===== config.mk =====
export PLATFORM = sky130hd
export DESIGN_NAME = spherical_direction_rotator_flat
export DESIGN_NICKNAME = d
export VERILOG_FILES = /design/src/hw/rtl/sdr_pkg.sv /design/src/hw/rtl/sdr_if.sv /design/src/hw/rtl/sdr_ctrl.sv /design/src/hw/rtl/sdr_dp.sv /design/src/hw/rtl/spherical_direction_rotator.sv /design/src/flat_wrapper.sv
export SDC_FILE = /design/constraint.sdc
export NUM_CORES = 2
export LEC_CHECK = 0
export BUFFER_PORTS_ARGS = -buffer_cell sky130_fd_sc_hd__buf_2
export CAP_MARGIN = 30
export CORE_MARGIN = 2
export CORE_UTILIZATION = 65
export CTS_CLUSTER_DIAMETER = 200
export DETAILED_ROUTE_END_ITERATION = 7
export PLACE_DENSITY = 0.86
export SLEW_MARGIN = 10
export SYNTH_ARGS = -nofsm -noshare
export SYNTH_HDL_FRONTEND = slang
export SYNTH_HIERARCHICAL = 1
export SYNTH_SLANG_ARGS = --single-unit

===== constraint.sdc =====
create_clock -name clk -period 10.85 [get_ports clk]
set_input_delay 0.5425 -clock clk [delete_from_list [all_inputs] [get_ports clk]]
set_output_delay 0.5425 -clock clk [all_outputs]
set_load 0.1 [all_outputs]

===== src/hw/rtl/sdr_pkg.sv =====
`timescale 1ns / 1ps
package sdr_pkg;

  // Fixed-point vector width: sign, integer headroom and 16 fraction bits.
  localparam int VecW = 24;
  localparam int FracBits = 16;
  localparam int GainInvQ = 39797;
  localparam int AngW = 16;
  localparam int MaxSteps = 32;

  typedef logic [1:0] action_t;
  localparam action_t ActSet  = 2'd0;
  localparam action_t ActRotX = 2'd1;
  localparam action_t ActRotY = 2'd2;
  localparam action_t ActRotZ = 2'd3;

  typedef enum logic [3:0] {
    StIdle,
    StRot1,
    StRot2,
    StRot3,
    StVec1,
    StVec2,
    StDone
  } sdr_state_t;

  // Datapath operation selected by the controller.
  typedef enum logic [2:0] {
    OpNone,
    OpLoad,
    OpRotPolar,
    OpRotAzim,
    OpRotAxis,
    OpVecAzim,
    OpVecPolar
  } sdr_op_t;

  typedef struct packed {
    logic    start;
    sdr_op_t op;
  } sdr_cmd_t;

  typedef struct packed {
    logic busy;
  } sdr_stat_t;

  // Arctangent of 2^-i in units of 2^-32 turn.
  function automatic logic [31:0] atan_turn32(input logic [4:0] i);
    logic [31:0] t;
    case (i)
      5'd0: t = 32'h20000000;  5'd1: t = 32'h12E4051E;
      5'd2: t = 32'h09FB385B;  5'd3: t = 32'h051111D4;
      5'd4: t = 32'h028B0D43;  5'd5: t = 32'h0145D7E1;
      5'd6: t = 32'h00A2F61E;  5'd7: t = 32'h00517C55;
      5'd8: t = 32'h0028BE53;  5'd9: t = 32'h00145F2F;
      5'd10: t = 32'h000A2F98; 5'd11: t = 32'h000517CC;
      5'd12: t = 32'h00028BE6; 5'd13: t = 32'h000145F3;
      5'd14: t = 32'h0000A2FA; 5'd15: t = 32'h0000517D;
      5'd16: t = 32'h000028BE; 5'd17: t = 32'h0000145F;
      5'd18: t = 32'h00000A30; 5'd19: t = 32'h00000518;
      5'd20: t = 32'h0000028C; 5'd21: t = 32'h00000146;
      5'd22: t = 32'h000000A3; 5'd23: t = 32'h00000051;
      5'd24: t = 32'h00000029; 5'd25: t = 32'h00000014;
      5'd26: t = 32'h0000000A; 5'd27: t = 32'h00000005;
      5'd28: t = 32'h00000003; 5'd29: t = 32'h00000001;
      5'd30: t = 32'h00000001; default: t = 32'h00000000;
    endcase
    return t;
  endfunction

endpackage


===== src/hw/rtl/sdr_if.sv =====
`timescale 1ns / 1ps
interface sdr_in_if;
  import sdr_pkg::*;
  logic        valid;
  logic        ready;
  action_t     action;
  logic [15:0] polar_in;
  logic [15:0] azim_in;
  logic [15:0] turn_angle;
  modport source (output valid, action, polar_in, azim_in, turn_angle, input ready);
  modport sink (input valid, action, polar_in, azim_in, turn_angle, output ready);
endinterface

interface sdr_out_if;
  logic        valid;
  logic        ready;
  logic [15:0] zenith_out;
  logic [15:0] azimuth_out;
  modport source (output valid, zenith_out, azimuth_out, input ready);
  modport sink (input valid, zenith_out, azimuth_out, output ready);
endinterface


===== src/hw/rtl/sdr_ctrl.sv =====
`timescale 1ns / 1ps
module sdr_ctrl
  import sdr_pkg::*;
(
  input  logic       clk,
  input  logic       rst_n,
  input  logic       in_valid,
  input  action_t    in_action,
  output logic       in_ready,
  output logic       out_valid,
  input  logic       out_ready,
  output logic       load_out,
  output sdr_cmd_t   cmd,
  input  sdr_stat_t  stat
);

  sdr_state_t state_r, state_nxt;
  logic       started_r, started_nxt;
  logic       have_out_r, have_out_nxt;

  // State register.
  always_ff @(posedge clk) begin
    if (!rst_n) begin
      state_r    <= StIdle;
      started_r  <= 1'b0;
      have_out_r <= 1'b0;
    end else begin
      state_r    <= state_nxt;
      started_r  <= started_nxt;
      have_out_r <= have_out_nxt;
    end
  end

  // Next state: each pass is started once and then waits for the datapath.
  always_comb begin
    state_nxt    = state_r;
    started_nxt  = started_r;
    have_out_nxt = have_out_r;
    if (have_out_r && out_ready) begin
      have_out_nxt = 1'b0;
    end
    case (state_r)
      StIdle: begin
        if (in_valid && in_ready) begin
          state_nxt   = (in_action == ActSet) ? StDone : StRot1;
          started_nxt = 1'b0;
        end
      end
      StRot1, StRot2, StRot3, StVec1, StVec2: begin
        if (!started_r) begin
          started_nxt = 1'b1;
        end else if (!stat.busy) begin
          started_nxt = 1'b0;
          case (state_r)
            StRot1:  state_nxt = StRot2;
            StRot2:  state_nxt = StRot3;
            StRot3:  state_nxt = StVec1;
            StVec1:  state_nxt = StVec2;
            default: state_nxt = StDone;
          endcase
        end
      end
      StDone: begin
        if (!have_out_r || out_ready) begin
          have_out_nxt = 1'b1;
          state_nxt    = StIdle;
        end
      end
      default: state_nxt = StIdle;
    endcase
  end

  // Command outputs.
  always_comb begin
    cmd.start = 1'b0;
    cmd.op    = OpNone;
    load_out  = 1'b0;
    in_ready  = (state_r == StIdle);
    out_valid = have_out_r;
    case (state_r)
      StIdle: begin
        if (in_valid) cmd.op = OpLoad;
      end
      StRot1: begin cmd.op = OpRotPolar; cmd.start = !started_r; end
      StRot2: begin cmd.op = OpRotAzim;  cmd.start = !started_r; end
      StRot3: begin cmd.op = OpRotAxis;  cmd.start = !started_r; end
      StVec1: begin cmd.op = OpVecAzim;  cmd.start = !started_r; end
      StVec2: begin cmd.op = OpVecPolar; cmd.start = !started_r; end
      StDone: begin
        load_out = !have_out_r || out_ready;
      end
      default: cmd.op = OpNone;
    endcase
  end

  // A request is only taken when the controller is idle.
  a_in_idle: assert property (@(posedge clk) disable iff (!rst_n)
    in_ready |-> state_r == StIdle) else $error("ready outside idle");
  // A pending result holds until it is taken.
  a_out_hold: assert property (@(posedge clk) disable iff (!rst_n)
    out_valid && !out_ready |=> out_valid) else $error("result dropped");
  // Start is never issued while the datapath is busy.
  a_start: assert property (@(posedge clk) disable iff (!rst_n)
    cmd.start |-> !stat.busy) else $error("start while busy");

endmodule


===== src/hw/rtl/sdr_dp.sv =====
`timescale 1ns / 1ps
module sdr_dp
  import sdr_pkg::*;
#(
  parameter int CordicSteps = 16
) (
  input  logic        clk,
  input  logic        rst_n,
  input  sdr_cmd_t    cmd,
  output sdr_stat_t   stat,
  input  logic        in_fire,
  input  action_t     in_action,
  input  logic [15:0] in_polar,
  input  logic [15:0] in_azim,
  input  logic [15:0] in_turn,
  output logic [15:0] zenith,
  output logic [15:0] azimuth
);

  localparam int CntW = $clog2(CordicSteps + 1);
  localparam logic [15:0] Half = 16'h8000;
  localparam logic signed [17:0] HalfS = 18'sd32768;
  localparam logic signed [17:0] QuarterS = 18'sd16384;

  typedef logic signed [VecW-1:0] vec_t;
  typedef logic signed [17:0] ang_t;

  logic [15:0] zen_r, az_r;
  action_t     act_r;
  logic [15:0] turn_r;
  vec_t        vx_r, vy_r, vz_r, vrad_r;
  vec_t        cx_r, cy_r, cx_nxt, cy_nxt;
  ang_t        ca_r, ca_nxt;
  logic        busy_r;
  logic        mode_vec_r;
  logic [CntW-1:0] cnt_r;
  sdr_op_t     op_r;

  logic [15:0] theta_f;
  ang_t        atan_i;
  vec_t        sx, sy;
  logic [15:0] rot_ang;
  ang_t        za;
  vec_t        ga, gb;
  vec_t        gx, gy;
  logic signed [VecW+16:0] gxp, gyp;
  ang_t        th_c;

  assign stat.busy = busy_r;
  assign zenith    = zen_r;
  assign azimuth   = az_r;

  // Set-direction fold of the polar angle.
  always_comb begin
    theta_f = in_polar;
    if (in_polar > Half) theta_f = 16'(17'h10000 - {1'b0, in_polar});
  end

  // Rounded arctangent of the current step, in turn units.
  always_comb begin
    logic [31:0] t;
    logic [4:0]  i5;
    i5 = 5'(cnt_r);
    t = atan_turn32(i5);
    atan_i = ang_t'((t + 32'h8000) >> 16);
  end

  // Operand selection for the pass being started.
  always_comb begin
    ga = '0; gb = '0; rot_ang = '0;
    case (cmd.op)
      OpRotPolar: begin ga = vec_t'(1 <<< FracBits); gb = '0; rot_ang = Half - zen_r; end
      OpRotAzim:  begin ga = vy_r; gb = '0; rot_ang = az_r - Half; end
      OpRotAxis: begin
        rot_ang = turn_r;
        case (act_r)
          ActRotX: begin ga = vy_r; gb = vz_r; end
          ActRotY: begin ga = vz_r; gb = vx_r; end
          default: begin ga = vx_r; gb = vy_r; end
        endcase
      end
      OpVecAzim:  begin ga = vx_r; gb = vy_r; end
      OpVecPolar: begin ga = vz_r; gb = vrad_r; end
      default: begin ga = '0; gb = '0; end
    endcase
  end

  // Gain multiply used at rotation start and after vectoring.
  always_comb begin
    vec_t ma, mb;
    ma = (busy_r) ? cx_r : ga;
    mb = gb;
    gxp = ma * (VecW+17)'(signed'(GainInvQ));
    gyp = mb * (VecW+17)'(signed'(GainInvQ));
    gx = vec_t'(gxp >>> FracBits);
    gy = vec_t'(gyp >>> FracBits);
  end

  // Rotation start: range reduction into the quarter turn.
  always_comb begin
    za = ang_t'(signed'({2'b00, rot_ang}));
    if (za >= HalfS) za = za - (HalfS + HalfS);
  end

  // One CORDIC iteration per cycle.
  always_comb begin
    cx_nxt = cx_r; cy_nxt = cy_r; ca_nxt = ca_r;
    sx = cx_r >>> cnt_r;
    sy = cy_r >>> cnt_r;
    if (mode_vec_r ? (cy_r >= 0) : (ca_r >= 0)) begin
      if (mode_vec_r) begin
        cx_nxt = cx_r + sy; cy_nxt = cy_r - sx; ca_nxt = ca_r + atan_i;
      end else begin
        cx_nxt = cx_r - sy; cy_nxt = cy_r + sx; ca_nxt = ca_r - atan_i;
      end
    end else begin
      if (mode_vec_r) begin
        cx_nxt = cx_r - sy; cy_nxt = cy_r + sx; ca_nxt = ca_r - atan_i;
      end else begin
        cx_nxt = cx_r + sy; cy_nxt = cy_r - sx; ca_nxt = ca_r + atan_i;
      end
    end
  end

  // Clamped polar result from the final vectoring pass.
  always_comb begin
    th_c = ca_r;
    if (th_c < 0) th_c = '0;
    if (th_c > HalfS) th_c = HalfS;
  end

  // Request capture, pass start and control of the iteration counter.
  always_ff @(posedge clk) begin
    if (!rst_n) begin
      busy_r <= 1'b0;
      cnt_r  <= '0;
      zen_r  <= '0;
      az_r   <= '0;
      op_r   <= OpNone;
    end else begin
      if (in_fire) begin
        act_r  <= in_action;
        turn_r <= in_turn;
        if (in_action == ActSet) begin
          zen_r <= Half - theta_f;
          az_r  <= in_azim + Half;
        end
      end
      if (cmd.start) begin
        op_r <= cmd.op;
        cnt_r <= '0;
        if (cmd.op == OpVecAzim || cmd.op == OpVecPolar) begin
          mode_vec_r <= 1'b1;
          busy_r <= !(ga == 0 && gb == 0);
          if (ga == 0 && gb == 0) begin
            cx_r <= '0; cy_r <= '0; ca_r <= '0;
          end else if (ga < 0) begin
            cx_r <= -ga; cy_r <= -gb; ca_r <= HalfS;
          end else begin
            cx_r <= ga; cy_r <= gb; ca_r <= '0;
          end
        end else begin
          mode_vec_r <= 1'b0;
          busy_r <= 1'b1;
          if (za > QuarterS) begin
            cx_r <= -gx; cy_r <= -gy; ca_r <= za - HalfS;
          end else if (za < -QuarterS) begin
            cx_r <= -gx; cy_r <= -gy; ca_r <= za + HalfS;
          end else begin
            cx_r <= gx; cy_r <= gy; ca_r <= za;
          end
        end
      end else if (busy_r) begin
        if (cnt_r == CntW'(CordicSteps)) begin
          busy_r <= 1'b0;
        end else begin
          cnt_r <= cnt_r + 1'b1;
          cx_r  <= cx_nxt;
          cy_r  <= cy_nxt;
          ca_r  <= ca_nxt;
        end
      end
      // Write back the finished pass (taken in the cycle busy falls).
      if (busy_r && cnt_r == CntW'(CordicSteps) && !cmd.start) begin
        case (op_r)
          OpRotPolar: begin vz_r <= cx_r; vy_r <= cy_r; end
          OpRotAzim:  begin vx_r <= cx_r; vy_r <= cy_r; end
          OpRotAxis: begin
            case (act_r)
              ActRotX: begin vy_r <= cx_r; vz_r <= cy_r; end
              ActRotY: begin vz_r <= cx_r; vx_r <= cy_r; end
              default: begin vx_r <= cx_r; vy_r <= cy_r; end
            endcase
          end
          OpVecAzim: begin
            vrad_r <= gx;
            az_r   <= 16'(ca_r) + Half;
          end
          OpVecPolar: zen_r <= Half - 16'(th_c);
          default: ;
        endcase
      end
      // Zero-length vectoring gives angle zero and no magnitude.
      if (cmd.start && ga == 0 && gb == 0) begin
        if (cmd.op == OpVecAzim) begin
          vrad_r <= '0;
          az_r   <= Half;
        end else if (cmd.op == OpVecPolar) begin
          zen_r <= Half;
        end
      end
    end
  end

  // Zenith stays within half a turn.
  a_zen: assert property (@(posedge clk) disable iff (!rst_n)
    zen_r <= Half) else $error("zenith out of range");
  // Counter never passes the step count.
  a_cnt: assert property (@(posedge clk) disable iff (!rst_n)
    cnt_r <= CntW'(CordicSteps)) else $error("counter overrun");
  // Busy falls only after the last step.
  a_busy: assert property (@(posedge clk) disable iff (!rst_n)
    $fell(busy_r) && !$past(cmd.start) |-> $past(cnt_r) == CntW'(CordicSteps))
    else $error("early finish");

endmodule


===== src/hw/rtl/spherical_direction_rotator.sv =====
`timescale 1ns / 1ps
// Spherical direction rotator.
// Holds one direction as zenith and azimuth, in turn units of 2^-16 turn.
// Input channel in_*: action (set, rotate about x, y or z), polar_in and
// azim_in for a set, turn_angle for a rotate. A request is taken when
// in_valid and in_ready are both high at a rising edge of clk.
// Output channel out_*: zenith_out and azimuth_out, the stored direction
// after each request; one result per request.
// A set request runs no CORDIC pass. A rotate request runs five CORDIC
// passes (polar rotation, azimuth rotation, axis rotation, two vectoring
// passes) on one shared iteration unit; a vectoring pass on a zero-length
// vector skips its iterations.
// One request is in flight at a time.
// Reset (rst_n low, synchronous) clears the direction to zero and empties
// the output register. If the receiver stalls, the result stays in the
// output register and the block finishes the next request only up to its
// result, then waits for the register to empty.
module spherical_direction_rotator
  import sdr_pkg::*;
#(
  parameter int CORDIC_STEPS = 16
) (
  input logic       clk,
  input logic       rst_n,
  sdr_in_if.sink    in_ch,
  sdr_out_if.source out_ch
);

  sdr_cmd_t  cmd;
  sdr_stat_t stat;
  logic      in_ready;
  logic      out_valid;
  logic      in_fire;
  logic [15:0] zen, az;
  logic [15:0] zen_out_r, az_out_r;
  logic      load_out;

  assign in_ch.ready  = in_ready;
  assign in_fire      = in_ch.valid && in_ready;
  assign out_ch.valid = out_valid;
  assign out_ch.zenith_out  = zen_out_r;
  assign out_ch.azimuth_out = az_out_r;

  sdr_ctrl u_ctrl (
    .clk       (clk),
    .rst_n     (rst_n),
    .in_valid  (in_ch.valid),
    .in_action (in_ch.action),
    .in_ready  (in_ready),
    .out_valid (out_valid),
    .out_ready (out_ch.ready),
    .load_out  (load_out),
    .cmd       (cmd),
    .stat      (stat)
  );

  sdr_dp #(.CordicSteps(CORDIC_STEPS)) u_dp (
    .clk       (clk),
    .rst_n     (rst_n),
    .cmd       (cmd),
    .stat      (stat),
    .in_fire   (in_fire),
    .in_action (in_ch.action),
    .in_polar  (in_ch.polar_in),
    .in_azim   (in_ch.azim_in),
    .in_turn   (in_ch.turn_angle),
    .zenith    (zen),
    .azimuth   (az)
  );

  // Output register, loaded when a result is produced.
  always_ff @(posedge clk) begin
    if (load_out) begin
      zen_out_r <= zen;
      az_out_r  <= az;
    end
  end

endmodule

===== src/flat_wrapper.sv =====
// flat-port wrapper written by rule: the top's interface ports become plain ports
module spherical_direction_rotator_flat import sdr_pkg::*;
#(
  parameter int CORDIC_STEPS = 16
)
  (clk, rst_n, in_ch_valid, in_ch_action, in_ch_polar_in, in_ch_azim_in, in_ch_turn_angle, in_ch_ready, out_ch_valid, out_ch_zenith_out, out_ch_azimuth_out, out_ch_ready);
  sdr_in_if in_ch_i ();
  sdr_out_if out_ch_i ();
  input logic clk;
  input logic rst_n;
  input wire logic [$bits(in_ch_i.valid)-1:0] in_ch_valid;
  input wire logic [$bits(in_ch_i.action)-1:0] in_ch_action;
  input wire logic [$bits(in_ch_i.polar_in)-1:0] in_ch_polar_in;
  input wire logic [$bits(in_ch_i.azim_in)-1:0] in_ch_azim_in;
  input wire logic [$bits(in_ch_i.turn_angle)-1:0] in_ch_turn_angle;
  output wire logic [$bits(in_ch_i.ready)-1:0] in_ch_ready;
  output wire logic [$bits(out_ch_i.valid)-1:0] out_ch_valid;
  output wire logic [$bits(out_ch_i.zenith_out)-1:0] out_ch_zenith_out;
  output wire logic [$bits(out_ch_i.azimuth_out)-1:0] out_ch_azimuth_out;
  input wire logic [$bits(out_ch_i.ready)-1:0] out_ch_ready;
  assign in_ch_i.valid = in_ch_valid;
  assign in_ch_i.action = in_ch_action;
  assign in_ch_i.polar_in = in_ch_polar_in;
  assign in_ch_i.azim_in = in_ch_azim_in;
  assign in_ch_i.turn_angle = in_ch_turn_angle;
  assign in_ch_ready = in_ch_i.ready;
  assign out_ch_valid = out_ch_i.valid;
  assign out_ch_zenith_out = out_ch_i.zenith_out;
  assign out_ch_azimuth_out = out_ch_i.azimuth_out;
  assign out_ch_i.ready = out_ch_ready;
  spherical_direction_rotator #(.CORDIC_STEPS(CORDIC_STEPS)) u_core (.clk(clk), .rst_n(rst_n), .in_ch(in_ch_i), .out_ch(out_ch_i));
endmodule

# [Yosys cells after proc, flatten, opt, wreduce, memory -nomap -nowiden]
# Memory sizes are Yosys's and may differ from the RTL's. A register that Yosys moved wholly into a read port is not among the register bits.
# Index checks and enable logic that the tools add are counted.
[op_classes] add_sub_neg=22 multipliers=2 n_lt_le_gt_ge=9 eq_ne=27 n_shift=2 mux=92 bitwise_logic=2 n_reduce_logical=34
[op_table] op="$mux W24" count=27
[op_table] op="$pmux W24 S2" count=8
[op_table] op="$mux W16" count=17
[op_table] op="$mux W18" count=11
[op_table] op="$pmux W24 S5" count=1
[op_table] op="$neg A24 Y24" count=4
[op_table] op="$mul A24 B17 Y40 const B" count=2
[op_table] op="$pmux W24 S3" count=1
[op_table] op="$logic_not A32 Y1" count=2
[op_table] op="$add A24 B24 Y24" count=2
[op_table] op="$pmux W16 S3" count=1
[op_table] op="$sshr A24 B5 Y24" count=2
[op_table] op="$sub A16 B16 Y16 const A" count=3
[op_table] op="$sub A24 B24 Y24" count=2
[op_table] op="$add A16 B16 Y16 const B" count=2
[op_table] op="$add A32 B16 Y32 const B" count=1
[op_table] op="$ge A24 B1 Y1 const B" count=1
[op_table] op="$lt A24 B1 Y1 const B" count=1
[op_table] op="$add A18 B17 Y18" count=1
[op_table] op="$add A18 B17 Y18 const B" count=1
[op_table] op="$eq A3 B3 Y1 const B" count=6
[op_table] op="$ge A18 B1 Y1 const B" count=1
[op_table] op="$gt A18 B16 Y1 const B" count=1
[op_table] op="$gt A18 B17 Y1 const B" count=1
[op_table] op="other kinds (40)" count=91
[word_totals] regBits=260 mem_bits_ro=960 input_bits=54 mem_count=1
[memory_table] name="(no name shown)" words=32 word_bits=30 read_ports=1 rd_ports_with_merged_regs=1 write_ports=0 line_no="sdr_pkg.sv:50" rtl="case (i)"

# [Longest topological paths before layout]
[depth] word_depth=11 mapped_depth=39 mapped_depth_nobuf=35

# [Cells and area by module]
# The synthesis kept the hierarchy.
[by_module_without_submodules] module="sdr_dp" n_inst=1 cells_per_inst=4840 area_each_um2=41238.3 seq_area_each_um2=6556.3
[by_module_without_submodules] module="spherical_direction_rotator" n_inst=1 cells_per_inst=33 area_each_um2=967.2 seq_area_each_um2=960.9
[by_module_without_submodules] module="sdr_ctrl" n_inst=1 cells_per_inst=50 area_each_um2=375.4 seq_area_each_um2=100.1

# [Least setup slack after synthesis]
# No wires, ideal clock.
[synth_timing] path_kind="reg2reg" startpoint="register u_core.u_ctrl.state_r[2]" endpoint="register u_core.u_dp.cy_r[16] (data pin)" setup_ns=0.255 arrival_ns=8.839 required_time_ns=10.595 path_slack_ns=1.756 stages_incl_launch_ff=34 path_buffers=4 period_less_slack_ns=9.094 cell_sequence="dfxtp_1 buf_2 nor3_1 nor3b_1 nor2b_1 clkbuf_1 buf_1 clkbuf_1 a21oi_1 nor2_1 inv_1 ha_1 inv_1 fa_1 fa_1 inv_1 fa_1 fa_1 inv_1 fa_1 inv_1 ha_1 a21oi_1 o21ai_0 nand2_1 nand2_1 or2_2 o311ai_0 nor3_1 and4bb_2 a41oi_1 mux2_1 or3_1 a31o_1"
[synth_rtl] element="start, declared" line_no="sdr_ctrl.sv:17" rtl="sdr_state_t state_r, state_nxt;"
[synth_rtl] element="start signal, assigned" line_no="sdr_ctrl.sv:24" rtl="state_r <= StIdle;"
[synth_rtl] element="start signal, assigned" line_no="sdr_ctrl.sv:28" rtl="state_r <= state_nxt;"
[synth_rtl] element="end signal, assigned" line_no="sdr_dp.sv:158" rtl="cx_r <= -ga; cy_r <= -gb; ca_r <= HalfS;"
[synth_rtl] element="end signal, assigned" line_no="sdr_dp.sv:166" rtl="cx_r <= -gx; cy_r <= -gy; ca_r <= za - HalfS;"
[synth_rtl] element="end signal, assigned" line_no="sdr_dp.sv:168" rtl="cx_r <= -gx; cy_r <= -gy; ca_r <= za + HalfS;"
[synth_rtl] element="end, declared" line_no="sdr_dp.sv:32" rtl="vec_t cx_r, cy_r, cx_nxt, cy_nxt;"

==> results summary <==
The starting density of the core is 65.9%. The worst setup path is captured at a register. STA classifies the critical path startpoint as a register.

The time the worst path needs with I/O delays and setup is 10420 ps. The remaining global-route overflow is 0. The largest total area in the synthesized netlist belongs to sky130_fd_sc_hd__fa_1. The fraction of registers with async set/reset came out at 0%. The number of nets in the final layout came out at 5833.

Among all stages on the critical path, the largest delay is contributed by sky130_fd_sc_hd__nor2_1. The post-placement cell area came out at 0.0440 mm². The post-synthesis register bit count is 274. The utilization after layout came out at 69.8%. The number of maximum-capacitance constraint violations came out at 0. For this run, design rule violations remaining after detail routing come to 0. The cell count of the worst hold path came out at 1. Between clock sinks in the finished design, the worst skew comes to 12.6 ps.

The placeable core region is 0.0646 mm². The arrival time at the worst endpoint came out at 10770 ps. In this run the post-CTS setup repair buffer count came out at 0. The clock latency at the later pin of the worst-skew pair is 600 ps. Routability-driven placement finished with a final weighted congestion of 1.04. The total count of max-transition violations in the final report was 0. The post-synthesis average cell area is 8.65 µm².

The count of endpoints failing hold in the final timing report came to 0. The worst register-to-register path ends at u_core/u_dp/cy_r[16]$_DFFE_PP_. The first global-routing pass estimated 202 mm of wire. The count of clock tree sinks came out at 274. In the post-synthesis netlist, the biggest area contributors are sky130_fd_sc_hd__fa_1, sky130_fd_sc_hd__ha_1, sky130_fd_sc_hd__edfxtp_1, sky130_fd_sc_hd__inv_1, sky130_fd_sc_hd__a21oi_1. The number of warning messages in the yosys log is 6.

The detail-routed via count per cell is 6.54. The portion of synthesized cell area occupied by the leading cell type is 16.3%. The worst hold path terminates at u_core/u_dp/turn_r[11]$_DFFE_PP_.

The final antenna-violating net count is 0. After global routing, the most crowded layer is met2. The final routed wirelength across all metal layers came out at 130 mm.

The floorplan step set the die width to 260 µm. The headroom to the max-slew limit is 27.4%. The maximum clock rate came out at 0.0960 GHz. The maximum level of the CTS H-tree came out at 1. By startpoint and endpoint, the worst setup path is classified as register to register.

The depth of the worst register-to-register path is 30. The number of buffer cells added on primary ports came out at 87. The part of the cycle the worst path needs came out at 96.0%. The post-synthesis sequential area ratio is 17.9%.

The post-route worst setup slack is 434 ps. The met3 global-route usage is 7.37%. Dividing the detail-routed wire length by the instance count gives 22.4 µm. The global-route total usage across every layer is 38.0%. The number of endpoints failing setup at the final stage is 0. The worst-case setup slack after placement came out at 672 ps. The met2 capacity usage during global routing is 61.6%.

The detailed-routing iteration count for the pre-antenna-repair pass is 7. Setup slack on the worst reg-to-reg path comes out at 430 ps. The number of nets produced by synthesis is 5850.

The clock slew at the register clock pins of the worst setup and hold paths came out at 60 ps. The TritonCTS clock tree is built. After the first detailed-routing iteration, the DRC count stood at 4633.

The sum of negative setup slack came out at 0 ps. The cell area after layout came out at 0.0451 mm². The critical path starts at u_core/u_ctrl/state_r[0]$_SDFFE_PN0P_. The met1 capacity usage during global routing came out at 46.8%. The number of diodes added for antenna fixing came out at 0. The via count of the first global-routing pass came to 37300. The tightest min-delay check is of the primary input to register type. The initial antenna violation count was 2. The fraction of layout cells with a size suffix above 1 came out at 7.83%. The post-synthesis cell type count came out at 94. The flow ran to the end, and the final reports show no timing, DRC or antenna violations. In the synthesized netlist the dominant register cell turns out to be sky130_fd_sc_hd__edfxtp_1. The worst register-to-register path begins at u_core/u_ctrl/state_r[0]$_SDFFE_PN0P_. In this run the count of I/O pins placed on the die edge is 88. The vertical die dimension is 260 µm.

The row count is 93. The slew of the pin with the lowest slew margin came out at 1090 ps. The maximum fanout along the worst path came out at 49. The placed wire-length estimate is 101 mm. The die covers 0.0676 mm². The layout overhead on the synthesized area came out at 5.84%. The CTS buffer count came out at 30. The delay contributed by the slowest stage of the critical path is 820 ps. The routed via count came out at 37800. The endpoint required time on the critical path came out at 11210 ps. Setup repair after global routing left no endpoint under its margin. The number of buffers between clock root and the deepest sink came out at 3. The cell count after synthesis came out at 4923. The maximum number of pins on one net before global-route repair came out at 75. The number of enable flip-flop cells after synthesis came out at 213.

The post-synthesis cell area is 0.0426 mm². The worst hold path begins at in_ch_turn_angle[11]. The cell sitting at the root of the clock tree is a sky130_fd_sc_hd__clkbuf_16.
## metrics by stage
stage / hold WS (ps) / std cells
final: 125 / 5785
after global routing: 120 / 5785
after CTS: 115 / 5784
after detailed placement: 455 / 5728
after global placement: 447 / 5724
after floorplan: 424 / 4923
## registers in the layout, summed over array words and instances, names as in the netlist, 18 cells and up, named ones only
register	flops
u_core/u_dp/cx_r	24
u_core/u_dp/vy_r	24
u_core/u_dp/vrad_r	24
u_core/u_dp/ca_r	18
u_core/u_dp/vx_r	24
u_core/u_dp/cy_r	24
u_core/u_dp/vz_r	24
## cell usage after synthesis (all sizes together), types with 16 or more instances
library cell,instances
inv,770
ha,526
a21oi,360
nor2,352
fa,347
nand2,337
o21ai,252
edfxtp,213
clkbuf,178
xnor2,171
xor2,105
mux2,99
nor3,87
nand3,81
mux2i,78
dfxtp,61
nor2b,55
a21o,50
a221o,45
a211oi,42
o221ai,38
a31oi,37
o21a,37
o211ai,34
a221oi,33
and2,33
buf,32
nand2b,32
a22oi,31
o31ai,30
nor4,27
o21bai,27
and3,26
or3,26
nand4,22
a22o,16
mux4,16
or2,16
## timing repair
| item | in CTS | in global routing |
|---|---|---|
| hold buffers | 0 | 0 |
| setup endpoints to repair | 0 | 8 |
| resized for setup | 0 | 6 |
## cell type report
type                    instances  area, µm²
multi-input cells            3668      31400
fillers                      5027      19500
flip-flops and latches        274       7620
inverters                     771       2890
well taps                     855       1070
repair buffers                161       1050
clock buffers                  36        793
clock inverters                20        218
## cell usage in the layout, fill, tap and decap left out, types with 26 or more instances in the layout
| master | Yosys | final |
|---|---|---|
| sky130_fd_sc_hd__nand3_1 | 81 | 81 |
| sky130_fd_sc_hd__or3_1 | 26 | 26 |
| sky130_fd_sc_hd__a21o_1 | 50 | 50 |
| sky130_fd_sc_hd__a22oi_1 | 31 | 31 |
| sky130_fd_sc_hd__clkbuf_16 | 0 | 30 |
| sky130_fd_sc_hd__a221oi_1 | 32 | 32 |
| sky130_fd_sc_hd__a221o_1 | 45 | 45 |
| sky130_fd_sc_hd__dfxtp_1 | 61 | 56 |
| sky130_fd_sc_hd__nor2_1 | 352 | 351 |
| sky130_fd_sc_hd__xor2_1 | 105 | 105 |
| sky130_fd_sc_hd__o21bai_1 | 27 | 27 |
| sky130_fd_sc_hd__a211oi_1 | 41 | 38 |
| sky130_fd_sc_hd__edfxtp_1 | 213 | 213 |
| sky130_fd_sc_hd__nor3_1 | 87 | 86 |
| sky130_fd_sc_hd__mux2_2 | 98 | 98 |
| sky130_fd_sc_hd__o221ai_1 | 38 | 38 |
| sky130_fd_sc_hd__and2_1 | 31 | 31 |
| sky130_fd_sc_hd__buf_2 | 5 | 87 |
| sky130_fd_sc_hd__o21ai_0 | 251 | 250 |
| sky130_fd_sc_hd__o21a_1 | 37 | 36 |
| sky130_fd_sc_hd__mux2i_1 | 77 | 73 |
| sky130_fd_sc_hd__xnor2_1 | 171 | 171 |
| sky130_fd_sc_hd__o211ai_1 | 34 | 34 |
| sky130_fd_sc_hd__nor2b_1 | 55 | 53 |
| sky130_fd_sc_hd__and3_1 | 26 | 26 |
| sky130_fd_sc_hd__buf_4 | 0 | 68 |
| sky130_fd_sc_hd__o31ai_1 | 30 | 30 |
| sky130_fd_sc_hd__nand2_1 | 337 | 337 |
| sky130_fd_sc_hd__a31oi_1 | 37 | 37 |
| sky130_fd_sc_hd__inv_1 | 770 | 770 |
| sky130_fd_sc_hd__nand2b_1 | 31 | 31 |
| sky130_fd_sc_hd__a21oi_1 | 360 | 358 |
| sky130_fd_sc_hd__fa_1 | 347 | 347 |
| sky130_fd_sc_hd__ha_1 | 526 | 524 |
## per-layer routing
metal	vias up	share of wire, %
met4	4	7.6
met3	620	11
li1	17000	-
met1	17800	37
met2	2366	45
met5	-	0.023
## worst max-delay path: cells and delay by family (launching register included)
kind | cells | cell delay (ps)
adder cells (fa/ha/maj) | 7 | 3250
AND/OR/NAND/NOR | 8 | 2460
AO/OA/AOI/OAI | 7 | 1890
buffers and inverters | 6 | 1020
multiplexers | 2 | 870
flip-flops | 1 | 690
## worst max-delay path by stage
stage | slack, ps | end
after global placement | 790 | u_core/u_dp/cx_r[22]$_DFFE_PP_
after global routing | 30 | u_core/u_dp/cx_r[22]$_DFFE_PP_
after CTS | 600 | u_core/u_dp/cx_r[22]$_DFFE_PP_
after floorplan | 1760 | u_core/u_dp/cy_r[16]$_DFFE_PP_
final | 430 | u_core/u_dp/cy_r[16]$_DFFE_PP_
after detailed placement | 670 | u_core/u_dp/cx_r[22]$_DFFE_PP_
## logic make-up after synthesis
group | count (synthesis) | synth area share (%)
AOI/OAI and AO/OA | 1174 | 18.0
and+or+nand+nor | 1152 | 12.7
buffers and inverters | 981 | 8.66
adders and majority gates | 873 | 31.8
xor gates and xnor gates | 276 | 5.68
DFF | 274 | 17.9
muxes | 193 | 5.31
Power is left out: the tool's default activity adds up to more than one toggle a clock period on the data nets, which glitch-free logic cannot reach.
